**src/design/dbc_pkg.sv**
```systemverilog
// Shared types, character tables and polymod helpers for the descriptor checksum block.
package dbc_pkg;

   localparam int CHECK_W    = 40;
   localparam int SYM_W      = 5;
   localparam int CHARSET_N  = 95;
   localparam int OUTSET_N   = 32;
   localparam int CHECK_SYMS = 8;

   localparam logic KIND_CHAR = 1'b0;
   localparam logic KIND_END  = 1'b1;

   typedef struct packed {
      logic       kind;
      logic [7:0] character;
   } req_type;

   typedef struct packed {
      logic [7:0] symbol;
      logic       error;
      logic       last;
   } rsp_type;

   typedef struct packed {
      logic       valid;
      logic [6:0] pos;
   } lookup_type;

   // First character sits in the top byte; the last five are the backtick, hash,
   // double quote, backslash and space.
   localparam logic [CHARSET_N*8-1:0] INPUT_SET = {
      "0123456789()[],'/*abcdefgh@:$%{}",
      "IJKLMNOPQRSTUVWXYZ&+-.;<=>?!^_|~",
      "ijklmnopqrstuvwxyzABCDEFGH",
      8'h60, 8'h23, 8'h22, 8'h5c, 8'h20
   };

   localparam logic [OUTSET_N*8-1:0] OUTPUT_SET = "qpzry9x8gf2tvdw0s3jn54khce6mua7l";

   localparam logic [CHECK_W-1:0] GEN_POLY [SYM_W] = '{
      40'hf5dee51989, 40'ha9fdca3312, 40'h1bab10e32d,
      40'h3706b1677a, 40'h644d626ffd
   };

   function automatic logic [CHECK_W-1:0] fold(input logic [CHECK_W-1:0] acc,
                                               input logic [SYM_W-1:0]   sym);
      logic [SYM_W-1:0]   top;
      logic [CHECK_W-1:0] res;
      top = acc[CHECK_W-1 -: SYM_W];
      res = {acc[CHECK_W-SYM_W-1:0], sym};
      for (int b = 0; b < SYM_W; b++) begin
         if (top[b]) begin
            res = res ^ GEN_POLY[b];
         end
      end
      return res;
   endfunction

   // Position of a byte in the input charset; entries are distinct, so at most one hits.
   function automatic lookup_type char_lookup(input logic [7:0] ch);
      lookup_type r;
      r = '0;
      for (int i = 0; i < CHARSET_N; i++) begin
         if (ch == INPUT_SET[(CHARSET_N-1-i)*8 +: 8]) begin
            r.valid = 1'b1;
            r.pos   = 7'(i);
         end
      end
      return r;
   endfunction

   function automatic logic [7:0] out_char(input logic [SYM_W-1:0] idx);
      logic [7:0] c;
      c = '0;
      for (int i = 0; i < OUTSET_N; i++) begin
         if (idx == SYM_W'(i)) begin
            c = OUTPUT_SET[(OUTSET_N-1-i)*8 +: 8];
         end
      end
      return c;
   endfunction

endpackage

```
**src/design/descriptor_bch_checksum.sv**
```systemverilog
// Descriptor checksum generator: charset lookup, BCH polymod and checksum emitter.
//
//  channel | direction | payload              | handshake
//  req     | in        | dbc_pkg::req_type    | req_valid / req_stall
//  rsp     | out       | dbc_pkg::rsp_type    | rsp_valid / rsp_stall
//
// Body characters are taken one per cycle; lookup and up to two polymod folds
// finish in the cycle of acceptance.
// An end beat loads the emitter, which runs eight zero-symbol folds at one per
// cycle and then sends eight symbol beats (one beat on an error run). A further
// end beat stalls until the emitter has loaded its last beat into the output
// register; body characters keep flowing meanwhile.
// Reset is synchronous and active high; it clears the accumulator to one and
// empties the emitter and output register. rsp_stall holds the output register.
module descriptor_bch_checksum (
   input  logic             clock,
   input  logic             reset,
   input  logic             req_valid,
   output logic             req_stall,
   input  dbc_pkg::req_type req_data,
   output logic             rsp_valid,
   input  logic             rsp_stall,
   output dbc_pkg::rsp_type rsp_data
);

   localparam logic PH_FOLD = 1'b0;
   localparam logic PH_SEND = 1'b1;

   // running state of the current body
   logic [dbc_pkg::CHECK_W-1:0] check_ff, check_in;
   logic [dbc_pkg::SYM_W-1:0]   group_ff, group_in;
   logic [1:0]                  count_ff, count_in;
   logic                        bad_ff, bad_in;

   // emitter
   logic                        busy_ff, busy_in;
   logic                        phase_ff, phase_in;
   logic [2:0]                  step_ff, step_in;
   logic                        err_ff, err_in;
   logic [dbc_pkg::CHECK_W-1:0] emit_ff, emit_in;

   // output register
   logic                        rsp_valid_ff, rsp_valid_in;
   dbc_pkg::rsp_type            rsp_ff, rsp_in;

   logic                        accept;
   logic                        end_accept;
   logic                        rsp_load;
   logic                        beat;
   dbc_pkg::lookup_type         hit;
   logic [dbc_pkg::CHECK_W-1:0] char_fold;
   logic [dbc_pkg::SYM_W-1:0]   group_next;
   logic [dbc_pkg::CHECK_W-1:0] flushed;
   logic [dbc_pkg::CHECK_W-1:0] zero_fold;

   // Stall an end beat only while the emitter still owns an earlier checksum.
   assign req_stall  = (req_data.kind == dbc_pkg::KIND_END) && busy_ff;
   assign accept     = req_valid && !req_stall;
   assign end_accept = accept && (req_data.kind == dbc_pkg::KIND_END);

   assign rsp_load = !rsp_valid_ff || !rsp_stall;
   assign beat     = busy_ff && (phase_ff == PH_SEND) && rsp_load;

   assign hit        = dbc_pkg::char_lookup(req_data.character);
   assign char_fold  = dbc_pkg::fold(check_ff, hit.pos[dbc_pkg::SYM_W-1:0]);
   // group * 3 + class, kept to five bits
   assign group_next = dbc_pkg::SYM_W'({group_ff, 1'b0} + {1'b0, group_ff}
                                       + {4'b0, hit.pos[6:5]});
   assign flushed    = (count_ff != 2'd0) ? dbc_pkg::fold(check_ff, group_ff) : check_ff;
   assign zero_fold  = dbc_pkg::fold(emit_ff, '0);

   // Body state: fold each character, and the class group after every third one.
   always_comb begin
      check_in = check_ff;
      group_in = group_ff;
      count_in = count_ff;
      bad_in   = bad_ff;
      if (end_accept) begin
         check_in = dbc_pkg::CHECK_W'(1);
         group_in = '0;
         count_in = '0;
         bad_in   = 1'b0;
      end else if (accept && !bad_ff) begin
         if (!hit.valid) begin
            bad_in = 1'b1;
         end else if (count_ff == 2'd2) begin
            check_in = dbc_pkg::fold(char_fold, group_next);
            group_in = '0;
            count_in = '0;
         end else begin
            check_in = char_fold;
            group_in = group_next;
            count_in = count_ff + 2'd1;
         end
      end
   end

   // Emitter: finish the polymod, then shift out one symbol per beat.
   always_comb begin
      busy_in  = busy_ff;
      phase_in = phase_ff;
      step_in  = step_ff;
      err_in   = err_ff;
      emit_in  = emit_ff;
      if (end_accept) begin
         busy_in  = 1'b1;
         step_in  = '0;
         err_in   = bad_ff;
         emit_in  = flushed;
         phase_in = bad_ff ? PH_SEND : PH_FOLD;
      end else if (busy_ff) begin
         unique case (phase_ff)
            PH_FOLD: begin
               step_in = step_ff + 3'd1;
               if (step_ff == 3'd7) begin
                  emit_in  = zero_fold ^ dbc_pkg::CHECK_W'(1);
                  phase_in = PH_SEND;
               end else begin
                  emit_in = zero_fold;
               end
            end
            PH_SEND: begin
               if (beat) begin
                  step_in = step_ff + 3'd1;
                  emit_in = {emit_ff[dbc_pkg::CHECK_W-dbc_pkg::SYM_W-1:0],
                             dbc_pkg::SYM_W'(0)};
                  if (err_ff || step_ff == 3'd7) begin
                     busy_in = 1'b0;
                  end
               end
            end
            default: begin
               phase_in = PH_FOLD;
            end
         endcase
      end
   end

   // Output register: load a fresh beat when empty or when the current one is taken.
   always_comb begin
      rsp_valid_in = rsp_valid_ff;
      rsp_in       = rsp_ff;
      if (rsp_load) begin
         rsp_valid_in = beat;
         if (err_ff) begin
            rsp_in.symbol = '0;
            rsp_in.error  = 1'b1;
            rsp_in.last   = 1'b1;
         end else begin
            rsp_in.symbol = dbc_pkg::out_char(emit_ff[dbc_pkg::CHECK_W-1 -: dbc_pkg::SYM_W]);
            rsp_in.error  = 1'b0;
            rsp_in.last   = (step_ff == 3'd7);
         end
      end
   end

   always_ff @(posedge clock) begin
      if (reset) begin
         check_ff     <= dbc_pkg::CHECK_W'(1);
         group_ff     <= '0;
         count_ff     <= '0;
         bad_ff       <= 1'b0;
         busy_ff      <= 1'b0;
         phase_ff     <= PH_FOLD;
         step_ff      <= '0;
         err_ff       <= 1'b0;
         rsp_valid_ff <= 1'b0;
      end else begin
         check_ff     <= check_in;
         group_ff     <= group_in;
         count_ff     <= count_in;
         bad_ff       <= bad_in;
         busy_ff      <= busy_in;
         phase_ff     <= phase_in;
         step_ff      <= step_in;
         err_ff       <= err_in;
         rsp_valid_ff <= rsp_valid_in;
      end
   end

   // payload registers: no reset needed
   always_ff @(posedge clock) begin
      emit_ff <= emit_in;
      rsp_ff  <= rsp_in;
   end

   assign rsp_valid = rsp_valid_ff;
   assign rsp_data  = rsp_ff;

`ifndef SYNTH
   a_end_starts_emitter: assert property (@(posedge clock) disable iff (reset)
      end_accept |=> busy_ff)
      else $error("end beat did not start the emitter");

   a_end_restores_state: assert property (@(posedge clock) disable iff (reset)
      end_accept |=> (check_ff == dbc_pkg::CHECK_W'(1)) && (count_ff == 2'd0)
                     && (group_ff == '0) && !bad_ff)
      else $error("body state not restored after end beat");

   a_error_beat_shape: assert property (@(posedge clock) disable iff (reset)
      rsp_valid_ff && rsp_ff.error |-> rsp_ff.last && (rsp_ff.symbol == 8'd0))
      else $error("error beat malformed");

   a_symbol_nonzero: assert property (@(posedge clock) disable iff (reset)
      rsp_valid_ff && !rsp_ff.error |-> (rsp_ff.symbol != 8'd0))
      else $error("checksum beat carries no character");
`endif

endmodule

```
**config.mk**
```make
export PLATFORM = sky130hd
export DESIGN_NAME = descriptor_bch_checksum
export DESIGN_NICKNAME = d
export VERILOG_FILES = /design/src/design/dbc_pkg.sv /design/src/design/descriptor_bch_checksum.sv
export SDC_FILE = /design/constraint.sdc
export NUM_CORES = 1
export LEC_CHECK = 0
export BUFFER_PORTS_ARGS = -buffer_cell sky130_fd_sc_hd__buf_2
export CAP_MARGIN = 10
export CORE_MARGIN = 2
export CORE_UTILIZATION = 58
export DETAILED_ROUTE_END_ITERATION = 8
export PLACE_DENSITY_LB_ADDON = 0.08
export SKIP_LAST_GASP = 1
export SYNTH_ARGS = -nofsm -noshare
export SYNTH_HDL_FRONTEND = slang
export SYNTH_SLANG_ARGS = --single-unit
```
**constraint.sdc**
```tcl
create_clock -name clock -period 3.65 [get_ports clock]
set_input_delay 0.5475 -clock clock [delete_from_list [all_inputs] [get_ports clock]]
set_output_delay 0.5475 -clock clock [all_outputs]
set_load 0.01 [all_outputs]
```
* Word-level counts from Yosys, hierarchy flattened
Index checks and enable logic that the tools add are counted.
** Storage, ports and cells
- Logic and storage cells :: 379
- Input bits :: 13
- Register bits after elaboration :: 105
** Operators by class
- Reduce and logical (&&, ||, !) cells :: 22
- Bitwise gates (word level) :: 23
- $add $sub $neg :: 4
- Equal/unequal tests :: 130
- Muxes and demuxes :: 185
** Operator list (count)
- two-way mux 40 bit :: 29
- two-way mux 8 bit :: 95
- equality test 8 x 7 -> 1 bit (second input constant) :: 63
- equality test 8 x 6 -> 1 bit (second input constant) :: 32
- two-way mux 7 bit :: 32
- inverter 23 bit :: 8
- inverter 21 bit :: 8
- two-way mux 39 bit :: 4
- two-way mux 38 bit :: 4
- two-way mux 37 bit :: 4
- equality test 5 bit (second input constant) :: 16
- one-hot mux 40 bit (2 select lines) :: 1
- inverter 19 bit :: 4
- equality test 5 x 4 -> 1 bit (second input constant) :: 8
- OR reduction 32 bit :: 1
- equality test 5 x 3 -> 1 bit (second input constant) :: 4
- two-way mux 1 bit :: 11
- equality test 5 x 2 -> 1 bit (second input constant) :: 2
- AND reduction 2 bit :: 4
- logical AND 1 bit :: 6
- one-hot mux 3 bit (2 select lines) :: 1
- adder 5 x 2 -> 5 bit :: 1
- adder 5 bit :: 1
- equality test 5 x 1 -> 1 bit (second input constant) :: 1
- 15 further kinds :: 24

* Depth between registers and ports, before layout
- Word-level depth :: 133
- Mapped depth :: 17
- Depth with buffers taken out :: 14

* Least setup slack after synthesis
No wires, ideal clock.
- Path kind :: input -> register
- Start :: input req_data[7] (netlist bit)
- End :: register check_ff[3] (netlist bit)
- Required time :: 3.576 ns
- Arrival time :: 3.713 ns
- Library setup time :: 0.074 ns
- Setup slack :: -0.137 ns
- Path buffers :: 2
- Cell stages on the path :: 15
- Path through :: buf_2 > clkbuf_1 > nor3b_1 > and2_1 > a221oi_1 > nor2b_1 > o211ai_1 > fa_1 > ha_1 > fa_1 > xnor2_1 > xor2_1 > xnor2_1 > mux2_2 > o21ai_0
** Between the ends
- Word-level cells in the longest chain between the ends :: 122
- Elaborated cells between the ends (all ways) :: 227
- Classes of those cells :: 1 x add/sub; 95 x eq/ne; 122 x mux; 8 x bitwise; 1 x reduce/logical
** Ends and longest elaborated chain
- start: declaration :: RTL line descriptor_bch_checksum.sv:20 : input dbc_pkg::req_type req_data,
- equality test 8 x 6 -> 1 bit :: RTL line dbc_pkg.sv:64 : if (ch == INPUT_SET[(CHARSET_N-1-i)*8 +: 8]) begin
- two-way mux 8 bit (93 in series) :: RTL line dbc_pkg.sv:64
- two-way mux 8 bit (*) :: RTL line dbc_pkg.sv:64
- adder 5 x 2 -> 5 bit :: RTL line descriptor_bch_checksum.sv:68 : + {4'b0, hit.pos[6:5]});
- inverter 23 bit (no source line)
- two-way mux 40 bit :: RTL line dbc_pkg.sv:52 : if (top[b]) begin
- two-way mux 40 bit :: RTL line descriptor_bch_checksum.sv:86 : end else if (count_ff == 2'd2) begin
- two-way mux 40 bit :: RTL line descriptor_bch_checksum.sv:84 : if (!hit.valid) begin
- [14 not listed]
- two-way mux 38 bit :: RTL line dbc_pkg.sv:52
- two-way mux 40 bit :: RTL line descriptor_bch_checksum.sv:86
- two-way mux 40 bit :: RTL line descriptor_bch_checksum.sv:84
- two-way mux 40 bit :: RTL line descriptor_bch_checksum.sv:83 : end else if (accept && !bad_ff) begin
- two-way mux 40 bit :: RTL line descriptor_bch_checksum.sv:78 : if (end_accept) begin
- inverter 23 bit (no source line)
- two-way mux 39 bit :: RTL line dbc_pkg.sv:52
- two-way mux 40 bit :: RTL line descriptor_bch_checksum.sv:86
- end signal: assignment :: RTL line descriptor_bch_checksum.sv:159 : check_ff <= dbc_pkg::CHECK_W'(1);
- end signal: assignment :: RTL line descriptor_bch_checksum.sv:169 : check_ff <= check_in;
- end: declaration :: RTL line descriptor_bch_checksum.sv:30 : logic [dbc_pkg::CHECK_W-1:0] check_ff, check_in;
Mark *: on every way between the ends. The rest lies on a longest branch, timed or not. The select of a mux whose other input is x is not followed.
A chain may end at the register's enable or synchronous reset.

* Worst setup path in the final report
- Start :: input req_data[7] (netlist bit)
- End :: register check_ff[4] (netlist bit)
** Between the ends
- Word-level cells in the longest chain between the ends :: 121
- Elaborated cells between the ends (all ways) :: 225
- Classes of those cells :: 1 x add/sub; 95 x eq/ne; 122 x mux; 6 x bitwise; 1 x reduce/logical
** Ends and longest elaborated chain (RTL line)
- equality test 8 x 6 -> 1 bit :: dbc_pkg.sv:64
- two-way mux 8 bit (93 in series) :: dbc_pkg.sv:64
- two-way mux 8 bit (*) :: dbc_pkg.sv:64
- adder 5 x 2 -> 5 bit :: descriptor_bch_checksum.sv:68
- two-way mux 40 bit :: dbc_pkg.sv:52
- two-way mux 40 bit :: descriptor_bch_checksum.sv:86
- two-way mux 40 bit :: descriptor_bch_checksum.sv:84
- two-way mux 40 bit :: descriptor_bch_checksum.sv:83
- [13 not listed]
- two-way mux 38 bit :: dbc_pkg.sv:52
- two-way mux 40 bit :: descriptor_bch_checksum.sv:86
- two-way mux 40 bit :: descriptor_bch_checksum.sv:84
- two-way mux 40 bit :: descriptor_bch_checksum.sv:83
- two-way mux 40 bit :: descriptor_bch_checksum.sv:78
- inverter 23 bit (no source line)
- two-way mux 39 bit :: dbc_pkg.sv:52
- two-way mux 40 bit :: descriptor_bch_checksum.sv:86
Marks and branches as above.

==> impl_results.md <==
- Status: completed
- Area contributors post-synth: edfxtp_1 17%, xnor2_1 13%, dfxtp_1 13%, xor2_1 6.6%, a21oi_1 5.4%
- Sequential area share after synthesis: 30.10%
- Design area: 9706 µm²
- Vias/cell: 6.085
- Worst path depth: 15
- Worst Tran Pin Value: 1.059 ns
- CP startpoint kind: input pin
- Gr usage total: 30.95%
- Maxcap violations: 0
- CP max FO: 11
- Max_slew headroom: 28.92%
- Post-synth top area share: 17.22%
- DP Area: 9300 µm²
- CP required: 3.93 ns
- WL final: 24310 µm
- Final Hold Viols: 0
- Largest net degree at the start of global routing: 54
- Clk_skew: 0.008677 ns
- Placed wire-length estimate: 17740 µm
- Syn nets: 1041
- Hold depth: 2
- Pwr dens: 569.3 nW/µm²
- Synth Register Bits: 104
- PortBufs: 23
- Diode count: 0
- Setup crit end kind: flop
- First-pass GRT wire length: 38660 µm
- Wirelength per Cell: 19.50 µm
- Layout filler cell count: 1238
- CP Buf/Inv Count: 2
- Vias in the first global route: 6953
- Root Buffer: clkbuf_16
- Cell family with most CP delay: simple AND/OR/NAND/NOR gates
- Synth cell count leaders: 128 x xnor2_1, 113 x nor2_1, 93 x a21oi_1, 77 x nand2_1, 64 x xor2_1
- Syn. warnings: 0
- Number of I/O pins: 25
- CTS H-Tree Depth: 3
- Final period utilization: 94.02%
- Initial Util: 59.03%
- Fmax: 0.2914 GHz
- FF+latch area: 2572 µm²
- Num rows: 44
- Die area: 15720 µm²
- Async SR Flop Fraction: 0%
- Iteration-0 DRC count of the detailed router: 717
- Die Ht: 125.4 µm
- CTS tree: built
- Maximum vdd drop: 0.0003126 V
- Detailed Routing Iterations Pass 1: 5
- Number of antenna violations at the first check in global routing: 0
- Final core utilization: 67.03%
- CP Class: input pin to flop
- Leak: 3.601 nW
- Top FF cell, synth: dfxtp_1
- Share of cells above drive strength 1: 16.56%
- Netlist Area Pre-Place: 8547 µm²
- Final Setup Violations: 0
- CTS Buffer Depth: 2
- Post-route ant nets: 0
- Layout Nets: 1081
- Most instantiated library cell after synthesis: xnor2_1
- Worst hold path class: input pin to flop
- Post-synth EDFFs: 49
- Gpl congestion: 0.9344
- Latest clock arrival within the worst-skew pair: 0.36 ns
- Area leader, netlist: edfxtp_1
- Worst stage delay on the critical path: 0.65 ns
- Layout area overhead: 13.56%
- CTS Buf Count: 9
- Final min period: 3.432 ns
- Via Count: 7588
- TNS Setup: 0 ns
- Worst r2r path cells: 7
- Count of final max-slew check failures: 0
- Hold_buf cts: 0
- Die X: 125.4 µm
- Critical path cell sequence: buf_2 > buf_4 > or4b_1 > or3_1 > o211a_1 > o31ai_1 > ha_1 > ha_1 > a21o_1 > a21oi_1 > xnor2_1 > xnor2_1 > xor2_1 > mux2_2 > a21oi_1
- Remaining routing DRC violations: 0
- Area of the multi-input gates: 5649 µm²
- Core ar.: 14480 µm²
- Mean post-synth cell area: 8.396 µm²
- CTS clk-pin slew, worst paths: 0.07 ns
- Global route overflow: 0
- Clock Sinks: 104
- Slowest cell on crit path: or4b_1
- Syn Inst Count: 1018
- Critical Path AT: 3.72 ns
- Synth unique cells: 78
## registers in the layout, indices dropped and copies added, names as in the netlist
register   cells
err_ff         1
step_ff        3
count_ff       2
bad_ff         1
busy_ff        1
rsp_valid      1
rsp_data       9
check_ff      40
emit_ff       40
group_ff       5
phase_ff       1
## cell type report
cell class	count	share of cell area, %
Multi-Input combinational cell	815	58.21
Sequential cell	104	26.51
Timing Repair Buffer	119	9.205
Tap cell	184	2.372
Clock buffer	9	2.320
Clock inverter	7	1.044
Inverter	9	0.3481
## logic make-up (layout without fill, tap and decap cells)
group / Yosys count / in the layout / share of synthesized area, %
simple gates: 332 / 332 / 19.18
other cells: 1 / 1 / 0.04388
mux: 11 / 11 / 1.332
flops: 104 / 104 / 30.10
compound gates: 252 / 252 / 18.78
fa+ha+maj: 10 / 10 / 1.640
buf+inv: 99 / 144 / 4.904
xor+xnor: 209 / 209 / 24.02
## stage by stage
step | instances | total power, mW | worst slack (ns) | hold WS (ns)
floorplan | 1018 | 3.785 | 0.003325 | 0.4064
global placement | 1229 | 4.403 | -0.1582 | 0.4691
finish | 1247 | 5.525 | 0.2181 | 0.4234
CTS | 1245 | 5.514 | 0.08193 | 0.4185
detailed placement | 1229 | 4.424 | -0.2797 | 0.4740
global route | 1247 | 5.850 | -0.007035 | 0.4353
## power by group
group | total (mW) | switching [mW] | internal, mW
Sequential | 1.74 | 0.199 | 1.54
Combinational | 2.70 | 1.48 | 1.22
Clock | 1.08 | 0.473 | 0.611
Total | 5.53 | 2.15 | 3.37
## final timing paths
path | startpoint | end | slack [ns]
min reg2reg | check_ff[23] | check_ff[23] | 0.49
max | req_data[7] | check_ff[4] | 0.22
min | reset | busy_ff | 0.42
max reg2reg | check_ff[35] | check_ff[5] | 0.56
## placed cells by master (no fill, tap or decap), types with 6 or more instances in the layout
master     instances
xnor2_1          127
nand3_1           22
a21oi_1           93
a211oi_1          45
inv_1              8
nor2b_1           10
buf_2             20
nor3_1            25
o22ai_1            7
ha_1               8
and2_1             7
and3_1             6
buf_4             93
o211ai_1          22
edfxtp_1          49
clkbuf_16          9
nand4_1            6
xnor2_2            6
mux2i_1            8
nor2_1           112
xor2_1            64
nand2_1           77
o21ai_0           36
nand2b_1          19
dfxtp_1           55
## what timing repair did
action	CTS	global route
gates resized for setup	0	13
setup buffers	0	2
setup endpoints to repair	0	3
## layer usage
layer | vias up | GRT usage [%] | wire length [µm]
li1 | 3676 | - | -
met1 | 3552 | 46.09 | 10960
met2 | 333 | 46.68 | 10830
met3 | 27 | 5.819 | 2184
met4 | 0 | 7.320 | 334
met5 | - | 0 | 0
Power figures use the tool's default switching activity.
